## config.mk

```make
export PLATFORM = sky130hd
export DESIGN_NAME = temp_mapping_slot_allocator_core
export DESIGN_NICKNAME = d
export VERILOG_FILES = /design/src/rtl/tmsa_pkg.sv /design/src/rtl/temp_mapping_slot_allocator_core.sv
export SDC_FILE = /design/constraint.sdc
export NUM_CORES = 1
export LEC_CHECK = 0
export BUFFER_PORTS_ARGS = -buffer_cell sky130_fd_sc_hd__buf_4
export CAP_MARGIN = 40
export CORE_ASPECT_RATIO = 1.1
export CORE_MARGIN = 3
export CORE_UTILIZATION = 34
export DETAILED_ROUTE_END_ITERATION = 8
export GPL_ROUTABILITY_DRIVEN = 0
export GPL_TIMING_DRIVEN = 0
export PLACE_DENSITY = 0.56
export SYNTH_ARGS = -nofsm -noshare
export SYNTH_HDL_FRONTEND = slang
export SYNTH_SLANG_ARGS = --single-unit
```

## constraint.sdc

```tcl
create_clock -name aclk -period 4.6 [get_ports aclk]
set_clock_uncertainty 0.1 [all_clocks]
set_input_delay 0.46 -clock aclk [delete_from_list [all_inputs] [get_ports aclk]]
set_output_delay 0.46 -clock aclk [all_outputs]
set_load 0.005 [all_outputs]
```

## src/rtl/tmsa_pkg.sv

```systemverilog
// shared types and constants for the temporary mapping slot allocator
package tmsa_pkg;

    localparam int SLOTS_DEFAULT          = 64;
    localparam int PHYS_ADDR_BITS_DEFAULT = 36;

    localparam int PAGE_SHIFT   = 12;
    localparam int ADDR_W       = 36;
    localparam int SLOT_FIELD_W = 6;

    // present and writable flags of a page-table entry
    localparam logic [PAGE_SHIFT-1:0] ENTRY_FLAGS = 12'h003;

    typedef enum logic {
        OP_MAP   = 1'b0,
        OP_UNMAP = 1'b1
    } op_t;

    typedef struct packed {
        op_t                     op;
        logic [ADDR_W-1:0]       phys_addr;
        logic [SLOT_FIELD_W-1:0] slot_index;
    } in_item_t;

    typedef struct packed {
        logic [SLOT_FIELD_W-1:0] slot;
        logic                    full_error;
        logic [ADDR_W-1:0]       entry_word;
    } out_item_t;

endpackage

```

## src/rtl/temp_mapping_slot_allocator_core.sv

```systemverilog
// next-fit allocator over a window of temporary page-table slots
//
// usage:
//   s_valid/s_ready/s_item take one request per beat: op map hands in a
//   physical address, op unmap names a slot to release.
//   m_valid/m_ready/m_item give exactly one result beat per request: the
//   chosen (or echoed) slot, full_error, and the entry word written.
// timing:
//   a map scans the present marks one slot per cycle from the search hint,
//   then registers its result; the scan examines 1 up to SLOTS slots
//   (SLOTS when the window is full).
//   an unmap skips the scan. one request is in work at a time; the single
//   scan step (one present-mark read and compare per cycle) sets the rate.
// reset:
//   aresetn low clears every present mark, sets the hint to slot 0 and
//   drops any pending result. stored frames are left as they are.
// stalls:
//   a finished result sits in the output register until m_ready; the next
//   request is accepted meanwhile and completes once that register frees.
module temp_mapping_slot_allocator_core #(
    parameter int SLOTS          = tmsa_pkg::SLOTS_DEFAULT,
    parameter int PHYS_ADDR_BITS = tmsa_pkg::PHYS_ADDR_BITS_DEFAULT
) (
    input  logic                aclk,
    input  logic                aresetn,
    input  logic                s_valid,
    output logic                s_ready,
    input  tmsa_pkg::in_item_t  s_item,
    output logic                m_valid,
    input  logic                m_ready,
    output tmsa_pkg::out_item_t m_item
);
    import tmsa_pkg::*;

    localparam int SLOT_W  = (SLOTS > 1) ? $clog2(SLOTS) : 1;
    localparam int EXT_W   = SLOT_W + SLOT_FIELD_W;
    localparam int FRAME_W = PHYS_ADDR_BITS - PAGE_SHIFT;

    typedef enum logic [2:0] {
        ST_IDLE   = 3'b001,
        ST_SCAN   = 3'b010,
        ST_FINISH = 3'b100
    } state_t;

    state_t            state_reg, state_next;
    in_item_t          req_reg, req_next;
    logic [SLOT_W-1:0] pos_reg, pos_next;
    logic [SLOT_W-1:0] cnt_reg, cnt_next;
    logic              found_reg, found_next;
    logic [SLOT_W-1:0] hint_reg, hint_next;
    logic [SLOTS-1:0]  present_reg;
    out_item_t         out_reg, out_next;
    logic              m_valid_reg, m_valid_next;

    logic [FRAME_W-1:0] frame_mem [SLOTS];

    logic                      out_free;
    logic                      commit;
    logic                      map_commit;
    logic                      unmap_commit;
    logic [EXT_W-1:0]          idx_ext;
    logic                      idx_in_range;
    logic [SLOT_W-1:0]         idx_slot;
    logic [SLOT_W-1:0]         pos_inc;
    logic [EXT_W-1:0]          pos_ext;
    logic [PHYS_ADDR_BITS-1:0] addr_wide;
    logic [FRAME_W-1:0]        frame;
    logic [ADDR_W-1:0]         entry;

    assign s_ready = (state_reg == ST_IDLE);
    assign m_valid = m_valid_reg;
    assign m_item  = out_reg;

    assign out_free = !m_valid_reg || m_ready;
    assign commit   = (state_reg == ST_FINISH) && out_free;

    assign idx_ext      = {{SLOT_W{1'b0}}, req_reg.slot_index};
    assign idx_in_range = idx_ext < EXT_W'(SLOTS);
    assign idx_slot     = idx_ext[SLOT_W-1:0];

    assign map_commit   = commit && (req_reg.op == OP_MAP) && found_reg;
    assign unmap_commit = commit && (req_reg.op == OP_UNMAP) && idx_in_range;

    assign pos_inc = (pos_reg == SLOT_W'(SLOTS - 1)) ? '0 : pos_reg + 1'b1;
    assign pos_ext = {{SLOT_FIELD_W{1'b0}}, pos_reg};

    // bits above the physical address width drop out here
    assign addr_wide = PHYS_ADDR_BITS'(req_reg.phys_addr);
    assign frame     = addr_wide[PHYS_ADDR_BITS-1:PAGE_SHIFT];
    assign entry     = ADDR_W'({frame, ENTRY_FLAGS});

    always_comb begin
        state_next   = state_reg;
        req_next     = req_reg;
        pos_next     = pos_reg;
        cnt_next     = cnt_reg;
        found_next   = found_reg;
        hint_next    = hint_reg;
        out_next     = out_reg;
        m_valid_next = m_valid_reg;

        if (m_valid_reg && m_ready) begin
            m_valid_next = 1'b0;
        end

        unique case (state_reg)
            ST_IDLE: begin
                if (s_valid) begin
                    req_next   = s_item;
                    pos_next   = hint_reg;
                    cnt_next   = '0;
                    found_next = 1'b0;
                    state_next = (s_item.op == OP_MAP) ? ST_SCAN : ST_FINISH;
                end
            end
            ST_SCAN: begin
                // one present mark examined per cycle
                if (!present_reg[pos_reg]) begin
                    found_next = 1'b1;
                    state_next = ST_FINISH;
                end else if (cnt_reg == SLOT_W'(SLOTS - 1)) begin
                    state_next = ST_FINISH;
                end else begin
                    pos_next = pos_inc;
                    cnt_next = cnt_reg + 1'b1;
                end
            end
            ST_FINISH: begin
                if (out_free) begin
                    m_valid_next = 1'b1;
                    state_next   = ST_IDLE;
                    if (req_reg.op == OP_MAP) begin
                        out_next.full_error = !found_reg;
                        out_next.slot       = found_reg ? pos_ext[SLOT_FIELD_W-1:0] : '0;
                        out_next.entry_word = found_reg ? entry : '0;
                        if (found_reg) begin
                            hint_next = pos_inc;
                        end
                    end else begin
                        out_next.full_error = 1'b0;
                        out_next.slot       = req_reg.slot_index;
                        out_next.entry_word = '0;
                        if (idx_in_range) begin
                            hint_next = idx_slot;
                        end
                    end
                end
            end
            default: begin
                state_next = ST_IDLE;
            end
        endcase
    end

    always_ff @(posedge aclk) begin
        if (!aresetn) begin
            state_reg   <= ST_IDLE;
            hint_reg    <= '0;
            m_valid_reg <= 1'b0;
            found_reg   <= 1'b0;
            cnt_reg     <= '0;
            pos_reg     <= '0;
        end else begin
            state_reg   <= state_next;
            hint_reg    <= hint_next;
            m_valid_reg <= m_valid_next;
            found_reg   <= found_next;
            cnt_reg     <= cnt_next;
            pos_reg     <= pos_next;
        end
    end

    always_ff @(posedge aclk) begin
        req_reg <= req_next;
        out_reg <= out_next;
    end

    always_ff @(posedge aclk) begin
        if (!aresetn) begin
            present_reg <= '0;
        end else if (map_commit) begin
            present_reg[pos_reg] <= 1'b1;
        end else if (unmap_commit) begin
            present_reg[idx_slot] <= 1'b0;
        end
    end

    // frame store, written on map
    always_ff @(posedge aclk) begin
        if (map_commit) begin
            frame_mem[pos_reg] <= frame;
        end
    end

    a_map_marks_present: assert property (@(posedge aclk) disable iff (!aresetn)
        map_commit |=> present_reg[$past(pos_reg)])
        else $error("mapped slot not marked present");

    a_full_result_clean: assert property (@(posedge aclk) disable iff (!aresetn)
        (m_valid_reg && out_reg.full_error) |-> (out_reg.slot == '0 && out_reg.entry_word == '0))
        else $error("full result carries slot or entry");

    a_hint_in_window: assert property (@(posedge aclk) disable iff (!aresetn)
        EXT_W'(hint_reg) < EXT_W'(SLOTS))
        else $error("search hint outside window");

    a_scan_found_free: assert property (@(posedge aclk) disable iff (!aresetn)
        (state_reg == ST_FINISH && found_reg) |-> !present_reg[pos_reg])
        else $error("chosen slot already present");

    a_map_starts_scan: assert property (@(posedge aclk) disable iff (!aresetn)
        (s_valid && s_ready && s_item.op == OP_MAP) |=> state_reg == ST_SCAN)
        else $error("map request did not start a scan");

endmodule
```

* After elaboration in Yosys (flattened, before gate mapping)
Index checks and enable logic that the tools add are counted.
** Operators by class
- Add/subtract/negate cells :: 2
- Multiply operators :: 0
- Divide/modulo/power cells :: 0
- Order comparisons :: 5
- Equality and inequality tests :: 12
- Shifts and indexed selects :: 0
- Muxes and demuxes :: 35
- Bitwise gates (word level) :: 5
- Reduce and logical (&&, ||, !) cells :: 21
** Operators with widths (number)
- 64-bit 2-to-1 mux :: 2
- 6-bit 2-to-1 mux :: 11
- 64-bit AND :: 1
- 64-bit NOT :: 1
- 64-bit OR :: 1
- 43-bit 2-to-1 mux :: 1
- 36-bit 2-to-1 mux :: 1
- 6-bit one-hot mux with 2 select lines :: 2
- 6-bit by 7-bit < comparator with 1-bit output (second input constant) :: 3
- 3-bit 2-to-1 mux :: 5
- 6-bit by 1-bit adder with 6-bit output (second input constant) :: 2
- 1-bit demux with 6-bit select :: 2
- 6-bit == test (second input constant) :: 2
- 6-bit by 1-bit greater-or-equal comparator with 1-bit output (second input constant) :: 2
- 2-bit != test (second input constant) :: 5
- 3-bit one-hot mux with 3 select lines :: 1
- 1-bit logical AND :: 8
- 1-bit 2-to-1 mux :: 8
- 4-bit AND reduction :: 2
- 1-bit binary-select mux with 6-bit select :: 1
- 3-bit AND reduction :: 2
- 2-bit nonzero test :: 3
- 2-bit AND reduction :: 2
- 3-bit by 1-bit == test with 1-bit output (second input constant) :: 1
- other kinds (9) :: 11
** Storage, ports and cells
- Flip-flop bits (word level) :: 173
- Latch bits :: 0
- Memory bits (writable) :: 0
- ROM bits :: 0
- Input bits :: 47
- Output and inout port bits :: 45
- Word-level logic and storage cells :: 94
- Memories kept :: 0

* Logic depth before layout (Yosys ltp)
Gate-level depths: netlist of run 1.
- Depth after elaboration :: 8
- Mapped depth :: 10

* Least setup slack after synthesis of run 1
Ideal clock, no wire load.
- Path type :: input -> register
- From :: in m_ready
- To :: reg present_reg[3]
- Library setup time :: 70 ps
- Arrival time :: 2699 ps
- Setup slack :: 1730 ps
- Stages on the path :: 6
- Buffers on the path :: 0
- Cell sequence :: nor2b_1 -> and3b_1 -> nand2_1 -> nor4_1 -> nand2_1 -> a21oi_1
** Between the ends
- Cells in the longest elaborated chain, start to end :: 5
- Elaborated cells on any way between the ends :: 8
** RTL lines
- start: declaration :: line temp_mapping_slot_allocator_core.sv:30 : input logic m_ready,
- 1-bit logical OR (*) :: line temp_mapping_slot_allocator_core.sv:74 : assign out_free = !m_valid_reg || m_ready;
- 1-bit logical AND (*) :: line temp_mapping_slot_allocator_core.sv:75 : assign commit = (state_reg == ST_FINISH) && out_free;
- 1-bit logical AND (on tied branches) (2 in series) :: line temp_mapping_slot_allocator_core.sv:81, temp_mapping_slot_allocator_core.sv:82
- 64-bit 2-to-1 mux or 2-bit nonzero test (tied branches)
- end signal: assignment :: line temp_mapping_slot_allocator_core.sv:180 : present_reg <= '0;
- end signal: indexed assignment :: line temp_mapping_slot_allocator_core.sv:182 : present_reg[pos_reg] <= 1'b1;
- end signal: indexed assignment :: line temp_mapping_slot_allocator_core.sv:184 : present_reg[idx_slot] <= 1'b0;
- end: declaration :: line temp_mapping_slot_allocator_core.sv:51 : logic [SLOTS-1:0] present_reg;
Every way passes the cells marked *; elsewhere a longest branch is shown, timed or not.
A chain may end at the register's enable or synchronous reset.

* Worst setup path in the final report of run 1
- From :: reg m_valid_reg (netlist: m_valid)
- To :: reg present_reg[57]
** Between the ends
- Cells in the longest elaborated chain, start to end :: 6
- Elaborated cells on any way between the ends :: 9
** RTL lines
- start: declaration :: line temp_mapping_slot_allocator_core.sv:53 : logic m_valid_reg, m_valid_next;
- start signal: assignment :: line temp_mapping_slot_allocator_core.sv:166 : m_valid_reg <= m_valid_next;
- 1-bit zero test (*) :: line temp_mapping_slot_allocator_core.sv:74
- 1-bit logical OR (*) :: line temp_mapping_slot_allocator_core.sv:74
- 1-bit logical AND (*) :: line temp_mapping_slot_allocator_core.sv:75
- 1-bit logical AND (on tied branches) (2 in series) :: line temp_mapping_slot_allocator_core.sv:81, temp_mapping_slot_allocator_core.sv:82
- 64-bit 2-to-1 mux or 2-bit nonzero test (tied branches)
Marks and branches as above.

==> results of run 1 <==
final cells by class:
| cell class | instances | share of cell area (%) |
|---|---|---|
| sequential | 150 | 45.01 |
| multi-input combinational | 445 | 33.65 |
| timing repair buffer | 76 | 7.192 |
| clock buffer | 18 | 5.316 |
| tap | 243 | 3.766 |
| buffer | 48 | 3.317 |
| clock inverter | 14 | 1.565 |
| inverter | 4 | 0.1860 |
critical path, cell delays in order (launching register included):
cell,delay (ns)
dfxtp_1,0.31
nor2b_1,0.14
and3b_2,0.78
nor2b_1,0.21
clkbuf_1,0.37
clkbuf_1,0.39
nand3_1,0.47
o21ai_0,0.33
a21oi_1,0.09
per-layer routing:
metal  part of all wire, %  vias up
li1                      -     2514
met1                    43     2615
met5                     0        -
met4                   2.9        0
met2                    48      240
met3                   6.2       43
final timing paths:
check	startpoint	endpoint	slack (ns)	cells after the start
worst max-delay path	m_valid	present_reg[57]	1.25	8
worst min register to register	hint_reg[2]	hint_reg[2]	0.37	2
worst max register to register	m_valid	present_reg[57]	1.25	8
worst min-delay path	s_item[29]	addr_wide[23]	0.11	1
logic make-up after synthesis:
logic type | count (synthesis)
compound gates | 185
xor+xnor | 8
fa+ha+maj | 2
buf+inv | 52
flops | 150
mux | 20
other cells | 1
simple gates | 220
cells in the final DEF (no fill, tap or decap), types with 16 or more instances in the layout:
cell       instances
nand2_1           94
nand3_1           16
nor2_1            33
buf_4             82
and2_1            25
o21ai_0           75
clkbuf_1          26
dfxtp_1           87
a21oi_1           77
clkbuf_16         17
edfxtp_1          63
through the flow:
stage / instance area (µm²) / util (%)
final: 8073 / 43.08
after global routing: 8073 / 43.08
after CTS: 8073 / 43.08
after detailed placement: 7517 / 40.12
after global placement: 7453 / 39.78
after floorplan: 6631 / -
synth_stat cells, types with 2 or more instances:
cell	number
and2_0	3
nor3_1	11
a21oi_1	77
buf_4	13
o211a_1	3
and3b_1	3
and2_1	25
mux2i_1	3
edfxtp_1	63
o21a_1	2
nand2_1	94
and3_1	5
inv_1	3
buf_2	6
nor2_1	33
nor2b_1	6
o21ai_0	75
nor3b_1	3
o21bai_1	2
a211oi_1	2
xnor2_1	7
nand3b_1	2
buf_6	2
clkbuf_1	25
nand4b_1	2
o32ai_1	2
nand4_1	5
ha_1	2
a221oi_2	2
a22o_1	4
dfxtp_1	87
nand2b_1	2
a311oi_1	2
a221o_2	2
nand3_1	16
a22oi_1	2
mux4_1	6
mux4_2	10
power by group through the flow:
stage / combinational (mW) / clock [mW] / sequential (mW)
floorplan: 0.264 / 0 / 1.53
global placement: 0.403 / 0 / 1.54
detailed placement: 0.424 / 0 / 1.54
CTS: 0.424 / 1.34 / 1.51
global route: 0.466 / 1.39 / 1.52
finish: 0.424 / 1.31 / 1.51
==> results.py, run 1 <==
metrics = {
    "synthesis": {
        "yosysSeqAreaShare_pct": 55.07,
        "synth_edf_count": 63,
        "synth-xor-area-share_pct": 1.062,
        "synthCells": 638,
        "synthSimpleGateAreaFrac_pct": 16.27,
        "synth.cell_area_um2": 6598,
        "synth_seq_cells": 150,
        "muxShareOfSynthArea_pct": 6.429,
        "synth_ff_type": "dfxtp_1",
        "synth.top_cell.area_share_pct": 28.67,
        "synth_largest_area_cell": "edfxtp_1",
        "synth_top_family_by_area": "compound AO/OA/AOI/OAI gates",
        "synth_area_leaders": "edfxtp_1 29%, dfxtp_1 26%, a21oi_1 5.8%",
        "avgSynthCellArea_um2": 10.34,
        "yosys_warnings": 0,
        "synthAdderAreaFrac_pct": 0.3793,
        "synth_compound_area_share_pct": 16.44,
        "synth.distinct_cells": 64,
        "async_reset_ff_share_pct": 0,
    },
    "final_layout": {
        "drive_above_1_share_pct": 20.53,
        "seqCellArea_um2": 3633,
        "diodes": 0,
        "multi_input_area_um2": 2716,
        "instances_no_fill": 998,
        "layout.nets": 791,
        "largest_register_ff_count": 64,
        "fill_cells": 1815,
        "area_growth_syn_to_layout_pct": 22.36,
    },
    "timing": {
        "relSlewSlack_pct": 41.83,
        "timing.hold.ws_ns": 0.1066,
        "drv_slew": 0,
        "finalSetupViolations": 0,
        "fin_setup_tns_ns": 0,
        "setup_ws_ns": 1.246,
        "finalCritPeriodShare_pct": 72.92,
        "min_period_ns": 3.354,
        "hold_violations": 0,
        "tightest_slew_ns": 0.8659,
        "fmax_mhz": 298.1,
        "rsz0062_at_grt": "no",
    },
    "worst_setup_path": {
        "worstSetupPathType": "flop to flop",
        "critPathRequiredTime_ns": 4.79,
        "endpoint_kind": "flop",
        "critPathMaxFanout": 36,
        "start_kind": "flop",
        "cp.arrival_ns": 3.54,
    },
    "grt": {
        "grt-ovfl-total": 0,
        "antenna_found_initial": 0,
        "grt_max_degree": 37,
        "grt_util_met2_pct": 27.98,
        "grt_pass1_wl_mm": 28.97,
        "grt.busiest_layer": "met2",
        "first_global_vias": 5246,
        "use_met1_pct": 22.46,
        "met3_usage_pct": 3.930,
        "grt.total_usage_pct": 17.46,
    },
    "power": {
        "swShare_pct": 26.66,
        "seq_power_share_pct": 46.5,
        "power_switching_mw": 0.8667,
        "power_frac_comb_pct": 13.1,
        "irDropWorstVdd_uv": 286.0,
        "total_power_mw": 3.251,
        "clkPwrFrac_pct": 40.4,
        "p_leak_nw": 2.851,
        "internal-power_mw": 2.384,
        "power.density_nw_per_um2": 402.7,
    },
    "clocking": {
        "root_buffer": "clkbuf_16",
        "cts.sinks": 150,
        "postCtsHoldBufs": 0,
        "cts_tree": "built",
        "cts_buffer_depth": 2,
        "cts_inserted_buffers": 17,
        "clock_latency_ns": 0.43,
        "post_cts_resized": 0,
        "clk_pin_slew_ns": 0.06,
        "htree_levels": 4,
        "postCtsSetupRepairBufs": 0,
    },
    "placement": {
        "dp_slack_ns": 1.169,
        "port-buffer-count": 69,
        "placed_cells": 966,
        "hpwl_mm": 12.94,
    },
    "min_path": {
        "hold_class": "primary input to flop",
    },
    "floorplanning": {
        "dieWidth_um": 138.8,
        "dieArea_um2": 21110,
        "num_io_pins": 92,
        "coreArea_um2": 18740,
        "die_y_um": 152.1,
        "start_util_pct": 35.21,
        "row_count": 52,
    },
    "route": {
        "drtIter0Drc": 504,
        "dr.pass1.iters": 5,
        "num_vias": 5412,
        "via_per_inst": 5.423,
        "wl_per_cell_um": 18.45,
        "ant_nets": 0,
        "drc": 0,
        "finalWirelength_mm": 18.42,
    },
    "flow_run": {
        "drv_cap": 0,
    },
    "run_status": {
        "status": "completed",
    },
}
No activity file was read; power rests on OpenSTA's default activity.
==> inputs of run 2 (changes only) <==
clock period = 3.4 ns   (was 4.6 ns; I/O delays follow)
==> run 2 against run 1 <==
Effect of this change: combinational power rose by 44%; core utilization rose by 1.6 points; final cell count is 3.0% higher; cell area is 3.7% higher; die area unchanged; clock-buffer cell count unchanged; via count up 1.9%; total power grew 37%; maximum frequency rose by 8.1%; sequential share of layout area down 1.6 points; sequential power rose by 36%; wire length is 3.0% higher; critical path type unchanged; highest routed layer unchanged.
==> results.py, run 2 (synthesis results as in run 1) <==
metrics = {
    "timing": {
        "finalSetupViolations": 0,
        "min_period_ns": 3.104,
        "finalCritPeriodShare_pct": 91.31,
        "relSlewSlack_pct": 39.32,
        "setup_ws_ns": 0.2956,
        "fmax_mhz": 322.1,
        "tightest_slew_ns": 0.9102,
        "hold_violations": 0,
        "rsz0062_at_grt": "no",
        "drv_slew": 0,
    },
    "grt": {
        "grt_pass1_wl_mm": 29.66,
        "grt_max_degree": 37,
        "grt-ovfl-total": 0,
        "grt.total_usage_pct": 17.84,
        "antenna_found_initial": 0,
        "first_global_vias": 5400,
    },
    "placement": {
        "placed_cell_area_um2": 7517,
        "port-buffer-count": 69,
        "dp_slack_ns": 0.08854,
        "hpwl_mm": 12.94,
        "placed_cells": 966,
    },
    "worst_setup_path": {
        "crit_chain": "nor2_1 -> and3b_4 -> nor2b_1 -> clkbuf_1 -> clkbuf_1 -> nand3_1 -> o21ai_0 -> a21oi_1",
        "critPathMaxFanout": 18,
        "critPathRequiredTime_ns": 3.59,
        "worst-path-stages": 8,
        "endpoint_kind": "flop",
        "crit_path_frequent_cell": "clkbuf_1",
        "r2r_cells": 8,
        "critical_path_buf_inv_count": 2,
        "r2r-start": "state_reg[1]",
        "rrSetupSlack_ns": 0.30,
        "cp_top_family": "simple AND/OR/NAND/NOR gates",
        "crit_slowest_cell": "nand3_1",
        "cp.arrival_ns": 3.29,
        "worstSetupPathType": "flop to flop",
        "start_kind": "flop",
        "r2r_end": "present_reg[57]",
        "max_stage_delay_ns": 0.46,
    },
    "final_layout": {
        "area_growth_syn_to_layout_pct": 26.93,
        "largest_register_ff_count": 64,
        "instances_no_fill": 1028,
        "utilization_pct": 44.69,
        "drive_above_1_share_pct": 19.75,
        "layout.nets": 821,
        "final_area_um2": 8374,
        "final_cell_mix": "94 x nand2_1, 87 x dfxtp_1, 82 x buf_4, 77 x a21oi_1, 75 x o21ai_0",
        "diodes": 0,
        "layout.cells.most_common": "nand2_1",
    },
    "clocking": {
        "root_buffer": "clkbuf_16",
        "clock_latency_ns": 0.43,
        "cts_inserted_buffers": 17,
        "htree_levels": 4,
        "cts_buffer_depth": 2,
        "cts.sinks": 150,
        "clk_pin_slew_ns": 0.06,
        "cts_tree": "built",
    },
    "route": {
        "via_per_inst": 5.367,
        "dr.pass1.iters": 5,
        "wl_per_cell_um": 18.46,
        "drc": 0,
        "drtIter0Drc": 435,
        "num_vias": 5517,
        "finalWirelength_mm": 18.98,
        "ant_nets": 0,
    },
    "power": {
        "p_leak_nw": 2.977,
        "power.density_nw_per_um2": 530.7,
        "irDropWorstVdd_uv": 384.7,
        "total_power_mw": 4.445,
    },
    "flow_run": {
        "drv_cap": 0,
    },
    "min_path": {
        "whs_endpoint": "req_reg[42]",
        "hold_class": "primary input to flop",
        "whs_path_depth": 1,
        "holdCritStartpoint": "s_item[42]",
    },
    "floorplanning": {
        "coreArea_um2": 18740,
        "row_count": 52,
        "dieArea_um2": 21110,
        "start_util_pct": 35.21,
        "dieWidth_um": 138.8,
        "num_io_pins": 92,
        "die_y_um": 152.1,
    },
    "run_status": {
        "status": "completed",
    },
}
## run 2: cell types whose count changed in the layout (fill, tap and decap cells not counted)
| cell | before | now |
|---|---|---|
| and3b_2 | 1 | 0 |
| and3b_1 | 2 | 3 |
| dlygate4sd3_1 | 0 | 29 |
| and3b_4 | 0 | 1 |
## run 2: metal layers
layer / vias up / global-route usage (%) / routed length (µm)
met4: 0 / 8.248 / 563
met2: 217 / 28.97 / 9175
met1: 2680 / 22.80 / 8148
li1: 2570 / - / -
met5: - / 0 / 0
met3: 50 / 3.867 / 1089
## run 2: worst register-to-register path, cell delays in order (launching register included)
cell	delay [ns]
dfxtp_1	0.33
nor2_1	0.27
and3b_4	0.44
nor2b_1	0.18
clkbuf_1	0.37
clkbuf_1	0.40
nand3_1	0.46
o21ai_0	0.33
a21oi_1	0.09
## run 2: layout make-up
| type | count | area (µm²) |
|---|---|---|
| inverter | 4 | 15.01 |
| clock inverter | 14 | 126.4 |
| buffer | 48 | 267.8 |
| sequential | 150 | 3633 |
| clock buffer | 18 | 429.2 |
| timing repair buffer | 105 | 870.8 |
| multi-input combinational | 446 | 2728 |
| tap | 243 | 304.0 |
| fill | 1786 | 10360 |
## run 2: worst max-delay path by stage
stage,from,end,slack (ns)
2_1_floorplan,m_valid,present_reg[3],0.60
3_3_place_gp,m_ready,present_reg[30],-0.51
3_5_place_dp,m_ready,present_reg[57],0.09
4_1_cts,m_valid,present_reg[17],0.11
5_1_grt,state_reg[1],present_reg[17],0.03
6_report,state_reg[1],present_reg[57],0.30
## run 2: stage by stage
| stage | hold WS [ns] | TNS [ns] |
|---|---|---|
| floorplan | 0.3287 | 0 |
| global placement | 0.3423 | -19.50 |
| detailed placement | 0.3476 | 0 |
| CTS | 0.005045 | 0 |
| global route | 0.01024 | 0 |
| finish | 0.01928 | 0 |
## run 2: where the power goes
part	internal (mW)	switching, mW
clock	1.01	0.777
sequential	1.99	0.0537
combinational	0.245	0.364
total	3.25	1.20
## run 2: what timing repair did
action / in CTS / in global routing
endpoints found under the hold margin: 29 / 0
resized for setup: 0 / 1
endpoints found under the setup margin: 0 / 19
hold buffers: 29 / 0
setup buffers: 0 / 0
==> inputs of run 3 (changes only) <==
CAP_MARGIN = not set   (was 40)
clock period = 3.3 ns   (was 3.4 ns; I/O delays follow)
==> run 3 against run 2 <==
Effect of this change: via count fell by 0.63%; sequential cell count did not move; core utilization barely moved; wire length fell by 1.2%; maximum frequency rose by 7.2%; critical path type unchanged; largest cell class unchanged.
==> results.py, run 3 (synthesis results as in run 1) <==
metrics = {
    "timing": {
        "drv_slew": 0,
        "finalCritPeriodShare_pct": 87.78,
        "rsz0062_at_grt": "no",
        "setup_ws_ns": 0.4032,
        "fmax_mhz": 345.2,
        "min_period_ns": 2.897,
        "relSlewSlack_pct": 20.74,
        "tightest_slew_ns": 1.186,
        "finalSetupViolations": 0,
        "fin_setup_tns_ns": 0,
        "hold_violations": 0,
    },
    "route": {
        "dr.pass1.iters": 6,
        "drc": 0,
        "num_vias": 5482,
        "ant_nets": 0,
        "wl_per_cell_um": 18.32,
        "via_per_inst": 5.359,
        "finalWirelength_mm": 18.74,
        "drtIter0Drc": 408,
    },
    "worst_setup_path": {
        "critical_path_buf_inv_count": 2,
        "crit_path_frequent_cell": "clkbuf_1",
        "max_stage_delay_ns": 0.43,
        "endpoint_kind": "flop",
        "cp.arrival_ns": 3.08,
        "crit_slowest_cell": "and3b_4",
        "critPathMaxFanout": 18,
        "worstSetupPathType": "flop to flop",
        "start_kind": "flop",
        "critPathRequiredTime_ns": 3.48,
        "crit_chain": "nor2_1 -> and3b_4 -> nor2b_1 -> clkbuf_1 -> clkbuf_1 -> nand3_2 -> o21ai_0 -> a21oi_1",
        "cp_top_family": "simple AND/OR/NAND/NOR gates",
    },
    "power": {
        "power_frac_comb_pct": 13.2,
        "clkPwrFrac_pct": 41.2,
        "swShare_pct": 26.27,
        "power_switching_mw": 1.215,
        "p_leak_nw": 2.957,
        "seq_power_share_pct": 45.7,
        "irDropWorstVdd_uv": 392.5,
        "total_power_mw": 4.625,
        "power.density_nw_per_um2": 552.9,
        "internal-power_mw": 3.410,
    },
    "clocking": {
        "clock_latency_ns": 0.42,
        "clk_pin_slew_ns": 0.06,
        "cts_inserted_buffers": 17,
        "htree_levels": 4,
        "cts_buffer_depth": 2,
        "root_buffer": "clkbuf_16",
        "cts.sinks": 150,
        "cts_tree": "built",
    },
    "final_layout": {
        "diodes": 0,
        "area_growth_syn_to_layout_pct": 26.80,
        "utilization_pct": 44.64,
        "final_cell_mix": "94 x nand2_1, 87 x dfxtp_1, 82 x buf_4, 77 x a21oi_1, 75 x o21ai_0",
        "largest_register_ff_count": 64,
        "instances_no_fill": 1023,
        "fill_cells": 1762,
        "layout.nets": 816,
        "drive_above_1_share_pct": 19.36,
        "layout.cells.most_common": "nand2_1",
    },
    "run_status": {
        "status": "completed",
    },
    "grt": {
        "grt_pass1_wl_mm": 29.24,
        "grt-ovfl-total": 0,
        "antenna_found_initial": 0,
        "grt_max_degree": 37,
        "first_global_vias": 5384,
        "grt.total_usage_pct": 17.47,
    },
    "flow_run": {
        "drv_cap": 0,
    },
    "floorplanning": {
        "coreArea_um2": 18740,
        "row_count": 52,
        "die_y_um": 152.1,
        "dieWidth_um": 138.8,
        "num_io_pins": 92,
        "dieArea_um2": 21110,
        "start_util_pct": 35.21,
    },
    "placement": {
        "hpwl_mm": 12.67,
        "dp_slack_ns": -0.07435,
        "port-buffer-count": 69,
        "placed_cells": 959,
    },
    "min_path": {
        "hold_class": "primary input to flop",
    },
}
[run 3: cell count changes in the layout (fill, tap and decap cells not counted), moves of 2 or more]
cell / before / now
clkinvlp_4: 4 / 2
buf_2: 11 / 6
clkinv_4: 2 / 4
dlygate4sd3_1: 29 / 31
[run 3: through the flow]
stage / instance area (µm²) / hold WS [ns]
6_report: 8366 / 0.1601
5_1_grt: 8366 / 0.1867
4_1_cts: 8352 / 0.1188
3_5_place_dp: 7455 / 0.3480
3_3_place_gp: 7453 / 0.3423
2_1_floorplan: 6631 / 0.3287
[run 3: worst paths after layout]
| path | start | end | slack, ns | cells after the start |
|---|---|---|---|---|
| max reg2reg | state_reg[0] | present_reg[57] | 0.40 | 8 |
| min reg2reg | hint_reg[2] | hint_reg[2] | 0.36 | 2 |
| max | state_reg[0] | present_reg[57] | 0.40 | 8 |
| min | m_ready | m_valid | 0.16 | 4 |
[run 3: power by group through the flow]
stage / Sequential, mW / Clock (mW) / Combinational (mW)
final: 2.11 / 1.90 / 0.610
after global routing: 2.12 / 2.01 / 0.666
after CTS: 2.11 / 1.93 / 0.606
after detailed placement: 2.15 / 0 / 0.572
after global placement: 2.15 / 0 / 0.562
after floorplan: 2.13 / 0 / 0.368
[run 3: cell type report]
cell class | instances | area [µm²] | area share [%]
inverters | 4 | 15.01 | 0.1795
flip-flops and latches | 150 | 3633 | 43.43
well taps | 243 | 304.0 | 3.634
clock inverters | 15 | 153.9 | 1.840
plain buffers | 48 | 267.8 | 3.201
repair buffers | 100 | 828.3 | 9.901
clock buffers | 17 | 425.4 | 5.085
multi-input cells | 446 | 2738 | 32.73
[run 3: what timing repair did]
action | 4_1_cts | 5_1_grt
gates cloned | 0 | 1
hold buffers | 31 | 0
gates resized for setup | 2 | 1
endpoints found under the setup margin | 8 | 8
setup buffers | 0 | 0
endpoints found under the hold margin | 31 | 0
[run 3: worst reg2reg max path: stages, from the launching register on]
cell	delay, ns
dfxtp_1	0.34
nor2_1	0.22
and3b_4	0.43
nor2b_1	0.20
clkbuf_1	0.34
clkbuf_1	0.41
nand3_2	0.34
o21ai_0	0.28
a21oi_1	0.09
[run 3: per-layer routing]
metal,vias to the layer above,global-route usage [%],routed length [µm]
met5,-,0,0
met3,50,3.804,1210
met1,2626,23.11,8105
met2,248,27.12,8792
li1,2558,-,-
met4,0,8.760,634
